`config.mk`:
```
export PLATFORM = sky130hd
export DESIGN_NAME = multichannel_median_decimator_top
export DESIGN_NICKNAME = d
export VERILOG_FILES = /design/src/hdl/mmd_pkg.sv /design/src/hdl/mmd_front.sv /design/src/hdl/mmd_queue.sv /design/src/hdl/mmd_back.sv /design/src/hdl/multichannel_median_decimator_top.sv
export SDC_FILE = /design/constraint.sdc
export NUM_CORES = 2
export LEC_CHECK = 0
export BUFFER_PORTS_ARGS = -buffer_cell sky130_fd_sc_hd__buf_2
export CORE_ASPECT_RATIO = 1.2
export CORE_MARGIN = 5
export CORE_UTILIZATION = 45
export DETAILED_ROUTE_END_ITERATION = 12
export SLEW_MARGIN = 20
export SYNTH_ARGS = -nofsm -noshare
export SYNTH_HDL_FRONTEND = slang
export SYNTH_HIERARCHICAL = 1
export SYNTH_SLANG_ARGS = --single-unit
```
`constraint.sdc`:
```
create_clock -name i_clk -period 40.6 [get_ports i_clk]
set_clock_uncertainty 0.15 [all_clocks]
set_input_delay 2.03 -clock i_clk [delete_from_list [all_inputs] [get_ports i_clk]]
set_output_delay 2.03 -clock i_clk [all_outputs]
set_load 0.01 [all_outputs]
```
`src/hdl/mmd_pkg.sv`:
```
package mmd_pkg;

    localparam int CHANNELS    = 6;
    localparam int SAMPLE_BITS = 12;

    typedef logic [SAMPLE_BITS-1:0] t_sample;
    typedef t_sample [CHANNELS-1:0] t_chan_arr;

    typedef struct packed {
        t_sample sample_ch0;
        t_sample sample_ch1;
        t_sample sample_ch2;
        t_sample sample_ch3;
        t_sample sample_ch4;
        t_sample sample_ch5;
    } t_scan;

    typedef struct packed {
        t_sample median_ch0;
        t_sample median_ch1;
        t_sample median_ch2;
        t_sample median_ch3;
        t_sample median_ch4;
        t_sample median_ch5;
    } t_median;

    function automatic t_chan_arr scan_to_arr(t_scan s);
        t_chan_arr a;
        a[0] = s.sample_ch0;
        a[1] = s.sample_ch1;
        a[2] = s.sample_ch2;
        a[3] = s.sample_ch3;
        a[4] = s.sample_ch4;
        a[5] = s.sample_ch5;
        return a;
    endfunction

    function automatic t_median arr_to_median(t_chan_arr a);
        t_median m;
        m.median_ch0 = a[0];
        m.median_ch1 = a[1];
        m.median_ch2 = a[2];
        m.median_ch3 = a[3];
        m.median_ch4 = a[4];
        m.median_ch5 = a[5];
        return m;
    endfunction

endpackage

```
`src/hdl/mmd_front.sv`:
```
module mmd_front #(
    parameter int WINDOW = 7
) (
    input  logic           i_clk,
    input  logic           i_rst_n,
    input  logic           i_valid,
    output logic           o_stall,
    input  mmd_pkg::t_scan i_scan,
    input  logic           i_full,
    output logic           o_push,
    output logic [mmd_pkg::CHANNELS-1:0][WINDOW-1:0][mmd_pkg::SAMPLE_BITS-1:0] o_win
);
    import mmd_pkg::*;

    localparam int FILL_W = (WINDOW > 1) ? $clog2(WINDOW) : 1;
    localparam logic [FILL_W-1:0] LAST = FILL_W'(WINDOW - 1);

    t_chan_arr   w_samp;
    logic        w_acc;
    logic        w_last;
    logic [FILL_W-1:0] r_fill, n_fill;
    logic [CHANNELS-1:0][WINDOW-1:0][SAMPLE_BITS-1:0] r_win, n_win;

    always_comb begin
        w_samp = scan_to_arr(i_scan);
        n_win  = r_win;
        for (int ch = 0; ch < CHANNELS; ch++) begin
            n_win[ch][r_fill] = w_samp[ch];
        end
        w_acc  = i_valid && !i_full;
        w_last = (r_fill == LAST);
        n_fill = w_last ? '0 : r_fill + 1'b1;
    end

    always_ff @(posedge i_clk) begin
        if (!i_rst_n) begin
            r_fill <= '0;
        end else if (w_acc) begin
            r_fill <= n_fill;
        end
    end

    always_ff @(posedge i_clk) begin
        if (w_acc) begin
            r_win <= n_win;
        end
    end

    assign o_stall = i_full;
    assign o_push  = w_acc && w_last;
    assign o_win   = n_win;

endmodule

```
`src/hdl/mmd_queue.sv`:
```
module mmd_queue #(
    parameter int DATA_W = 504
) (
    input  logic              i_clk,
    input  logic              i_rst_n,
    input  logic              i_push,
    input  logic [DATA_W-1:0] i_data,
    output logic              o_full,
    output logic              o_valid,
    output logic [DATA_W-1:0] o_data,
    input  logic              i_pop
);
    logic [DATA_W-1:0] r_mem [2];
    logic              r_wr;
    logic              r_rd;
    logic [1:0]        r_count;
    logic              w_push;
    logic              w_pop;

    assign w_push = i_push && (r_count != 2'd2);
    assign w_pop  = i_pop && (r_count != 2'd0);

    always_ff @(posedge i_clk) begin
        if (!i_rst_n) begin
            r_wr    <= 1'b0;
            r_rd    <= 1'b0;
            r_count <= 2'd0;
        end else begin
            if (w_push) begin
                r_wr <= ~r_wr;
            end
            if (w_pop) begin
                r_rd <= ~r_rd;
            end
            case ({w_push, w_pop})
                2'b10:   r_count <= r_count + 2'd1;
                2'b01:   r_count <= r_count - 2'd1;
                default: r_count <= r_count;
            endcase
        end
    end

    always_ff @(posedge i_clk) begin
        if (w_push) begin
            r_mem[r_wr] <= i_data;
        end
    end

    assign o_full  = (r_count == 2'd2);
    assign o_valid = (r_count != 2'd0);
    assign o_data  = r_mem[r_rd];

endmodule

```
`src/hdl/mmd_back.sv`:
```
module mmd_back #(
    parameter int WINDOW = 7
) (
    input  logic              i_clk,
    input  logic              i_rst_n,
    input  logic              i_q_valid,
    input  logic [mmd_pkg::CHANNELS-1:0][WINDOW-1:0][mmd_pkg::SAMPLE_BITS-1:0] i_q_data,
    output logic              o_pop,
    output logic              o_valid,
    input  logic              i_stall,
    output mmd_pkg::t_median  o_median
);
    import mmd_pkg::*;

    localparam int FILL_W = (WINDOW > 1) ? $clog2(WINDOW) : 1;
    localparam int CNT_W  = $clog2(WINDOW + 1);
    localparam logic [FILL_W-1:0] LAST = FILL_W'(WINDOW - 1);
    localparam logic [CNT_W-1:0]  HALF = CNT_W'(WINDOW / 2);

    typedef enum logic [1:0] {
        S_IDLE,
        S_SCAN,
        S_SEND
    } t_state;

    t_state      r_state;
    logic [FILL_W-1:0] r_cnt;
    logic [CHANNELS-1:0][WINDOW-1:0][SAMPLE_BITS-1:0] r_work, n_rot;
    t_chan_arr   r_med;
    t_median     r_out;
    logic        r_out_valid;
    logic [CHANNELS-1:0][CNT_W-1:0] w_lt, w_le;
    logic [CHANNELS-1:0] w_hit;
    logic        w_send;

    // candidate is slot 0; it is the median when at most HALF entries are
    // below it and more than HALF are at or below it
    always_comb begin
        for (int ch = 0; ch < CHANNELS; ch++) begin
            w_lt[ch] = '0;
            w_le[ch] = '0;
            for (int k = 0; k < WINDOW; k++) begin
                w_lt[ch] = w_lt[ch] + CNT_W'(r_work[ch][k] < r_work[ch][0]);
                w_le[ch] = w_le[ch] + CNT_W'(r_work[ch][k] <= r_work[ch][0]);
                n_rot[ch][k] = r_work[ch][(k + 1) % WINDOW];
            end
            w_hit[ch] = (w_lt[ch] <= HALF) && (w_le[ch] > HALF);
        end
    end

    assign w_send = !r_out_valid || !i_stall;

    always_ff @(posedge i_clk) begin
        if (!i_rst_n) begin
            r_state     <= S_IDLE;
            r_out_valid <= 1'b0;
        end else begin
            if ((r_state == S_SEND) && w_send) begin
                r_out_valid <= 1'b1;
            end else if (r_out_valid && !i_stall) begin
                r_out_valid <= 1'b0;
            end
            case (r_state)
                S_IDLE: begin
                    if (i_q_valid) begin
                        r_work  <= i_q_data;
                        r_cnt   <= '0;
                        r_state <= S_SCAN;
                    end
                end
                S_SCAN: begin
                    for (int ch = 0; ch < CHANNELS; ch++) begin
                        if (w_hit[ch]) begin
                            r_med[ch] <= r_work[ch][0];
                        end
                    end
                    r_work <= n_rot;
                    r_cnt  <= r_cnt + 1'b1;
                    if (r_cnt == LAST) begin
                        r_state <= S_SEND;
                    end
                end
                S_SEND: begin
                    if (w_send) begin
                        r_out   <= arr_to_median(r_med);
                        r_state <= S_IDLE;
                    end
                end
                default: r_state <= S_IDLE;
            endcase
        end
    end

    assign o_pop    = (r_state == S_IDLE) && i_q_valid;
    assign o_valid  = r_out_valid;
    assign o_median = r_out;

endmodule

```
`src/hdl/multichannel_median_decimator_top.sv`:
```
// Block median decimator over CHANNELS converter channels.
// Input channel: one scan word (six 12-bit samples) per accepted i_valid
// with o_stall low. Output channel: one median word per WINDOW scans, on
// o_valid, taken when i_stall is low.
// Scans are taken one per cycle while the window queue has room. The scan
// that completes a window pushes the whole window into a two-entry queue.
// The median unit pops a window and checks one candidate per channel each
// cycle, then sends the result and returns to idle to pop the next window.
// Scans keep arriving while a window is in the median unit, and the queue
// takes up the difference; with the output free, a burst of six windows
// (at WINDOW = 7) is taken at one scan per cycle before the queue fills.
// A completing scan reaches o_valid through the queue, the pop, the candidate
// scan and the send state, when the median unit is idle.
// A stalled output holds its word; the median unit then waits with the
// next result, the queue fills and o_stall rises.
// Reset clears the window count, the queue and the output valid.
module multichannel_median_decimator_top #(
    parameter int WINDOW = 7
) (
    input  logic             i_clk,
    input  logic             i_rst_n,
    input  logic             i_valid,
    output logic             o_stall,
    input  mmd_pkg::t_scan   i_scan,
    output logic             o_valid,
    input  logic             i_stall,
    output mmd_pkg::t_median o_median
);
    import mmd_pkg::*;

    localparam int DATA_W = CHANNELS * WINDOW * SAMPLE_BITS;

    logic w_push;
    logic w_full;
    logic w_q_valid;
    logic w_pop;
    logic [CHANNELS-1:0][WINDOW-1:0][SAMPLE_BITS-1:0] w_win, w_q_data;

    mmd_front #(.WINDOW(WINDOW)) u_front (
        .i_clk   (i_clk),
        .i_rst_n (i_rst_n),
        .i_valid (i_valid),
        .o_stall (o_stall),
        .i_scan  (i_scan),
        .i_full  (w_full),
        .o_push  (w_push),
        .o_win   (w_win)
    );

    mmd_queue #(.DATA_W(DATA_W)) u_queue (
        .i_clk   (i_clk),
        .i_rst_n (i_rst_n),
        .i_push  (w_push),
        .i_data  (w_win),
        .o_full  (w_full),
        .o_valid (w_q_valid),
        .o_data  (w_q_data),
        .i_pop   (w_pop)
    );

    mmd_back #(.WINDOW(WINDOW)) u_back (
        .i_clk     (i_clk),
        .i_rst_n   (i_rst_n),
        .i_q_valid (w_q_valid),
        .i_q_data  (w_q_data),
        .o_pop     (w_pop),
        .o_valid   (o_valid),
        .i_stall   (i_stall),
        .o_median  (o_median)
    );

    a_push_lands: assert property (@(posedge i_clk) disable iff (!i_rst_n)
        w_push |=> w_q_valid)
        else $error("pushed window not visible in queue");

    a_pop_spaced: assert property (@(posedge i_clk) disable iff (!i_rst_n)
        w_pop |=> !w_pop)
        else $error("median unit popped twice in a row");

    a_pop_nonempty: assert property (@(posedge i_clk) disable iff (!i_rst_n)
        w_pop |-> w_q_valid)
        else $error("pop from empty queue");

endmodule
```
; After elaboration in Yosys (flattened, before gate mapping)
; Memory sizes are Yosys's and may differ from the RTL's. A register that Yosys moved wholly into a read port is not among the register bits.
; Index checks and enable logic that the tools add are counted.
[totals]
regBits = 1165
output_inout_bits = 74
mem_bits_rw = 1008
memories = 1
wordCells = 347
in_bits = 76
[classes]
addsub = 76
bitwise = 2
muxes = 24
eq_ne = 11
n_reduce_logical = 32
magnitude_cmp = 98
[memory_table]
columns = name, depth, width, rd, rd_ports_with_merged_regs, write_ports, line_no
row1 = u_queue.r_mem, 2, 504, 1, 1, 1, mmd_queue.sv:13  ; logic [DATA_W-1:0] r_mem [2];
[op_table]
columns = op, count
row1 = $pmux W504 S2, 1
row2 = $bwmux W84, 6
row3 = $le A12 B12 Y1, 42
row4 = $lt A12 B12 Y1, 42
row5 = $mux W504, 1
row6 = $add A3 B1 Y3, 60
row7 = $demux W12 S3, 1
row8 = $reduce_and A3 Y1, 9
row9 = $add A1 B1 Y2, 12
row10 = $gt A3 B2 Y1 const B, 6
row11 = $le A3 B2 Y1 const B, 6
row12 = $logic_and A1 B1 Y1, 14
row13 = $mux W12, 1
row14 = $reduce_bool A2 Y1, 4
row15 = $add A3 B1 Y3 const B, 2
row16 = $eq A2 B2 Y1 const B, 3
row17 = $eq A3 B3 Y1 const B, 2
row18 = $mux W1, 6
row19 = $mux W2, 3
row20 = $mux W3, 2
row21 = $ne A2 B1 Y1 const B, 3
row22 = $pmux W2 S3, 1
row23 = $pmux W3 S2, 1
row24 = $eq A2 B1 Y1 const B, 2
row25 = other kinds (10), 13

; Logic depth before layout (Yosys ltp)
[depth]
depth_word = 10
mapped_depth = 14
depth_no_buf = 14

; By module
; The synthesis kept the hierarchy.
[modules_own_cells]
columns = mod, area_each_um2, seq_area_each_um2, cells_per_inst, instances
row1 = mmd_queue, 36782.8, 30369.1, 1594, 1
row2 = mmd_back, 36262.3, 19608.8, 3422, 1
row3 = mmd_front, 21510.6, 15194.6, 1090, 1

; Worst setup path after synthesis
; OpenSTA, ideal clock, no wires.
[synth_timing]
kind = input port to flip-flop
from = input port i_valid
to = register u_front.r_fill[1]
setup_ns = 0.134
slack_ns = 13.782
t_required_ns = 40.316
t_arrival_ns = 26.534
n_path_buf = 0
cell_stages = 3
path_cell_list = nor2b_1 o21ai_0 a31o_2
[synth_via]
elab_chain_len = 1
[synth_lines]
columns = item, line_no
row1 = start: declaration, multichannel_median_decimator_top.sv:22  ; input logic i_valid,
row2 = $logic_and A1 B1 Y1, mmd_front.sv:30  ; w_acc = i_valid && !i_full;
row3 = end signal: assignment, mmd_front.sv:39  ; r_fill <= n_fill;
row4 = end: declaration, mmd_front.sv:21  ; logic [FILL_W-1:0] r_fill, n_fill;
; No other way between the ends.
; A chain may end at the register's enable or synchronous reset.

; Worst setup path after layout
[layout_timing]
from = input port i_valid
to = memory u_queue.r_mem[1][113] (enable)
[layout_via]
elab_chain_len = 5
[layout_lines]
columns = item, line_no
row1 = $logic_and A1 B1 Y1, mmd_front.sv:30
row2 = $logic_and A1 B1 Y1, mmd_front.sv:50  ; assign o_push = w_acc && w_last;
row3 = net w_push, multichannel_median_decimator_top.sv:33  ; logic w_push;
row4 = $logic_and A1 B1 Y1, mmd_queue.sv:20  ; assign w_push = i_push && (r_count != 2'd2);
row5 = $mux W1, mmd_queue.sv:44  ; if (w_push) begin
row6 = $mux W1 (implied by the code), mmd_queue.sv:45  ; r_mem[r_wr] <= i_data;
row7 = end: declaration, mmd_queue.sv:13
; The timed path passes the listed nets, and every way through them passes these cells.

==> results.sh <==
export IMPL_arrival_ns=5.73
export IMPL_period_share=0.134
export IMPL_synth_cell_types=60
export IMPL_rsz0062_at_grt="false"
export IMPL_viasPerCell=5.38
export IMPL_gp_congestion=0.842
export IMPL_worst_slack_ns=35.17
export IMPL_syn_area_sq_um=94600
export IMPL_wl_um=208000
export IMPL_clkTransAtPathRegs_ns=0.06
export IMPL_tightest_slew_ns=1.21
export IMPL_p_per_area_nw_per_um2=43.7
export IMPL_critPathMostFrequentCell="buf_4"
export IMPL_critical_path_peak_fanout=67
export IMPL_cp_end_kind="register"
export IMPL_numCtsBuffers=212
export IMPL_synth_nets=6665
export IMPL_final_common_cell="edfxtp_1"
export IMPL_coreArea_sq_um=209000
export IMPL_cts_tree="built"
export IMPL_area_delta_synth_final_pct=10.8
export IMPL_synthArstFlopShare=0
export IMPL_switching_share=0.200
export IMPL_htree_levels=4
export IMPL_cts_resized=0
export IMPL_met3_usage=0.0303
export IMPL_die_h_um=512
export IMPL_finalHoldViolCount=0
export IMPL_drtAntennaViolNets=0
export IMPL_relSlewSlack=0.195
export IMPL_grt_usage=0.185
export IMPL_holdCritPathClass="register to register"
export IMPL_start_kind="input pin"
export IMPL_path_class="input pin to register"
export IMPL_synth_area_per_cell_sq_um=15.5
export IMPL_grtUsageMet1=0.253
export IMPL_antenna_found_initial=30
export IMPL_synth_edf_count=2163
export IMPL_leakagePower_nw=37.7
export IMPL_globalRoute_busiestLayer="met2"
export IMPL_cp_required_ns=40.90
export IMPL_slew_violations=0
export IMPL_dr_pass1_iters=7
export IMPL_p_switching_mw=0.917
export IMPL_die_area_sq_um=219000
export IMPL_path_cells="buf_2 > nand3b_1 > nor2_1 > and3_4 > buf_4 > buf_4 > buf_4"
export IMPL_pwr_share_clk=0.423
export IMPL_row_count=184
export IMPL_mostFrequentLayoutCells="edfxtp_1, nand2_1, mux2_2, ha_1, clkbuf_16"
export IMPL_setup_viol=0
export IMPL_drive_gt1_frac=0.236
export IMPL_clock_sinks=2174
export IMPL_ys_ff_latch=2174
export IMPL_start_util=0.452
export IMPL_grt_pass1_wl_um=315000
export IMPL_drt_initial_drc_count=3372
export IMPL_die_w_um=428
export IMPL_fill_cells=17600
export IMPL_slowest_delay_ns=0.89
export IMPL_ys_flop_type="edfxtp_1"
export IMPL_combPwrFrac=0.025
export IMPL_syn_inst=6106
export IMPL_clockBufferDepth=3
export IMPL_grt_max_degree=189
export IMPL_post_cts_buffers=0
export IMPL_holdBufCountCts=0
export IMPL_ys_seq_area_frac=0.689
export IMPL_vdd_drop_max_uv=40.4
export IMPL_clock_root_buffer="clkbuf_16"
export IMPL_grt_pass1_vias=50700
export IMPL_wl_per_cell_um=22.4
export IMPL_status="complete, no violations"
export IMPL_layout_min_cycle_time_ns=5.43
export IMPL_timing_fmax_mhz=184
export IMPL_clk_latency_ns=0.85
export IMPL_overflow=0
export IMPL_ios=150
export IMPL_p_seq_frac=0.551
export IMPL_grtUsageMet2=0.308
export IMPL_final_nets=6867
export IMPL_drc=0
export IMPL_pre_cts_ws_ns=34.26
export IMPL_internal_power_mw=3.66
export IMPL_port_buffers=149
export IMPL_slowest_stage="buf_4"
export IMPL_max_cap_viol_count=0
export IMPL_vias=50000
export IMPL_fin_tns_setup_ns=0
export IMPL_synth_warnings=6
export IMPL_dp_hpwl_um=127000
[flip-flops by register name, summed over array words and instances (netlist names), 2 cells and up, named ones only]
| name | cells |
|---|---|
| u_front/r_fill | 3 |
| u_back/r_cnt | 3 |
| u_back/n_rot | 504 |
| u_back/r_med | 72 |
| u_queue/r_count | 2 |
| u_front/r_win | 504 |
| u_back/r_state | 2 |
| u_queue/r_mem | 1008 |
| u_back/o_median | 72 |
[kinds of logic after synthesis]
kind of cell,synth area share
buf+inv,0.0221
simple gates,0.0724
fa+ha+maj,0.0658
xor+xnor,0.000370
mux,0.120
flops,0.689
compound gates,0.0300
[synthesized netlist by cell type (all sizes together) (4+ instances only)]
library cell,count,area share
nand4,80,0.0053
a221oi,7,0.00065
a221o,8,0.00085
fa,24,0.0051
a21o,59,0.0047
nand4b,9,0.00083
inv,132,0.0052
a2111oi,34,0.0039
mux2,1008,0.12
nand3,63,0.0033
a211o,5,0.00046
edfxtp,2163,0.69
buf,180,0.015
nor2b,33,0.0023
o211ai,23,0.0018
nor2,39,0.0016
xnor2,4,0.00037
nand2,1348,0.054
a21boi,18,0.0014
a21oi,118,0.0062
ha,459,0.061
and3,11,0.00099
o21a,8,0.00064
a31oi,8,0.00053
nor4,4,0.00026
and4,19,0.0018
dfxtp,11,0.0023
a211oi,16,0.0013
nand2b,5,0.00036
o21ai,117,0.0062
o21bai,9,0.00071
nor3,20,0.0012
clkbuf,45,0.0018
[power by group through the flow]
stage	Sequential [mW]	Combinational [mW]	Clock, mW
floorplan	2.59	0.0771	0
global placement	2.57	0.113	0
detailed placement	2.57	0.118	0
CTS	2.52	0.118	1.99
global route	2.52	0.126	2.09
finish	2.52	0.117	1.94
[final cells by class]
cell class / count / area (sq um) / area share
flip-flops and latches: 2174 / 65200 / 0.622
clock inverters: 126 / 1160 / 0.0111
multi-input cells: 3575 / 27400 / 0.262
diodes: 8 / 20.0 / 0.000191
clock buffers: 270 / 5680 / 0.0542
well taps: 2790 / 3490 / 0.0333
inverters: 132 / 503 / 0.00480
repair buffers: 213 / 1330 / 0.0127
[worst paths after layout]
kind | start | depth (start not counted) | slack [ns] | to
worst max-delay path | i_valid | 7 | 35.17 | u_queue/r_mem[1][113]$_DFFE_PP_
worst min-delay path | u_back/r_med[39]$_DFFE_PP_ | 0 | 0.27 | u_back/o_median[27]$_DFFE_PP_
worst max register to register | u_back/n_rot[79]$_DFFE_PP_ | 11 | 35.60 | u_back/r_med[2]$_DFFE_PP_
worst min register to register | u_back/r_med[39]$_DFFE_PP_ | 0 | 0.27 | u_back/o_median[27]$_DFFE_PP_
[per-layer routing]
metal	vias up	share of wire
li1	23300	-
met1	25500	0.45
met2	851	0.48
met3	287	0.042
met4	14	0.024
met5	-	0.00041
[through the flow]
stage	std cells	total power [mW]	cell area (sq um)	hold slack [ns]	util
6_report	9288	4.58	105000	0.267	0.501
5_1_grt	9285	4.74	105000	0.272	0.501
4_1_cts	9280	4.64	105000	0.269	0.501
3_5_place_dp	8884	2.69	97900	0.255	0.468
3_3_place_gp	8883	2.68	97900	0.253	0.468
2_1_floorplan	6106	2.66	94600	0.250	-
[worst max-delay path, delay by kind of cell]
family                 cells  cell delay [ns]
AND/OR/NAND/NOR            3             0.99
buffers and inverters      4             2.52
No activity file was read; power rests on OpenSTA's default activity.
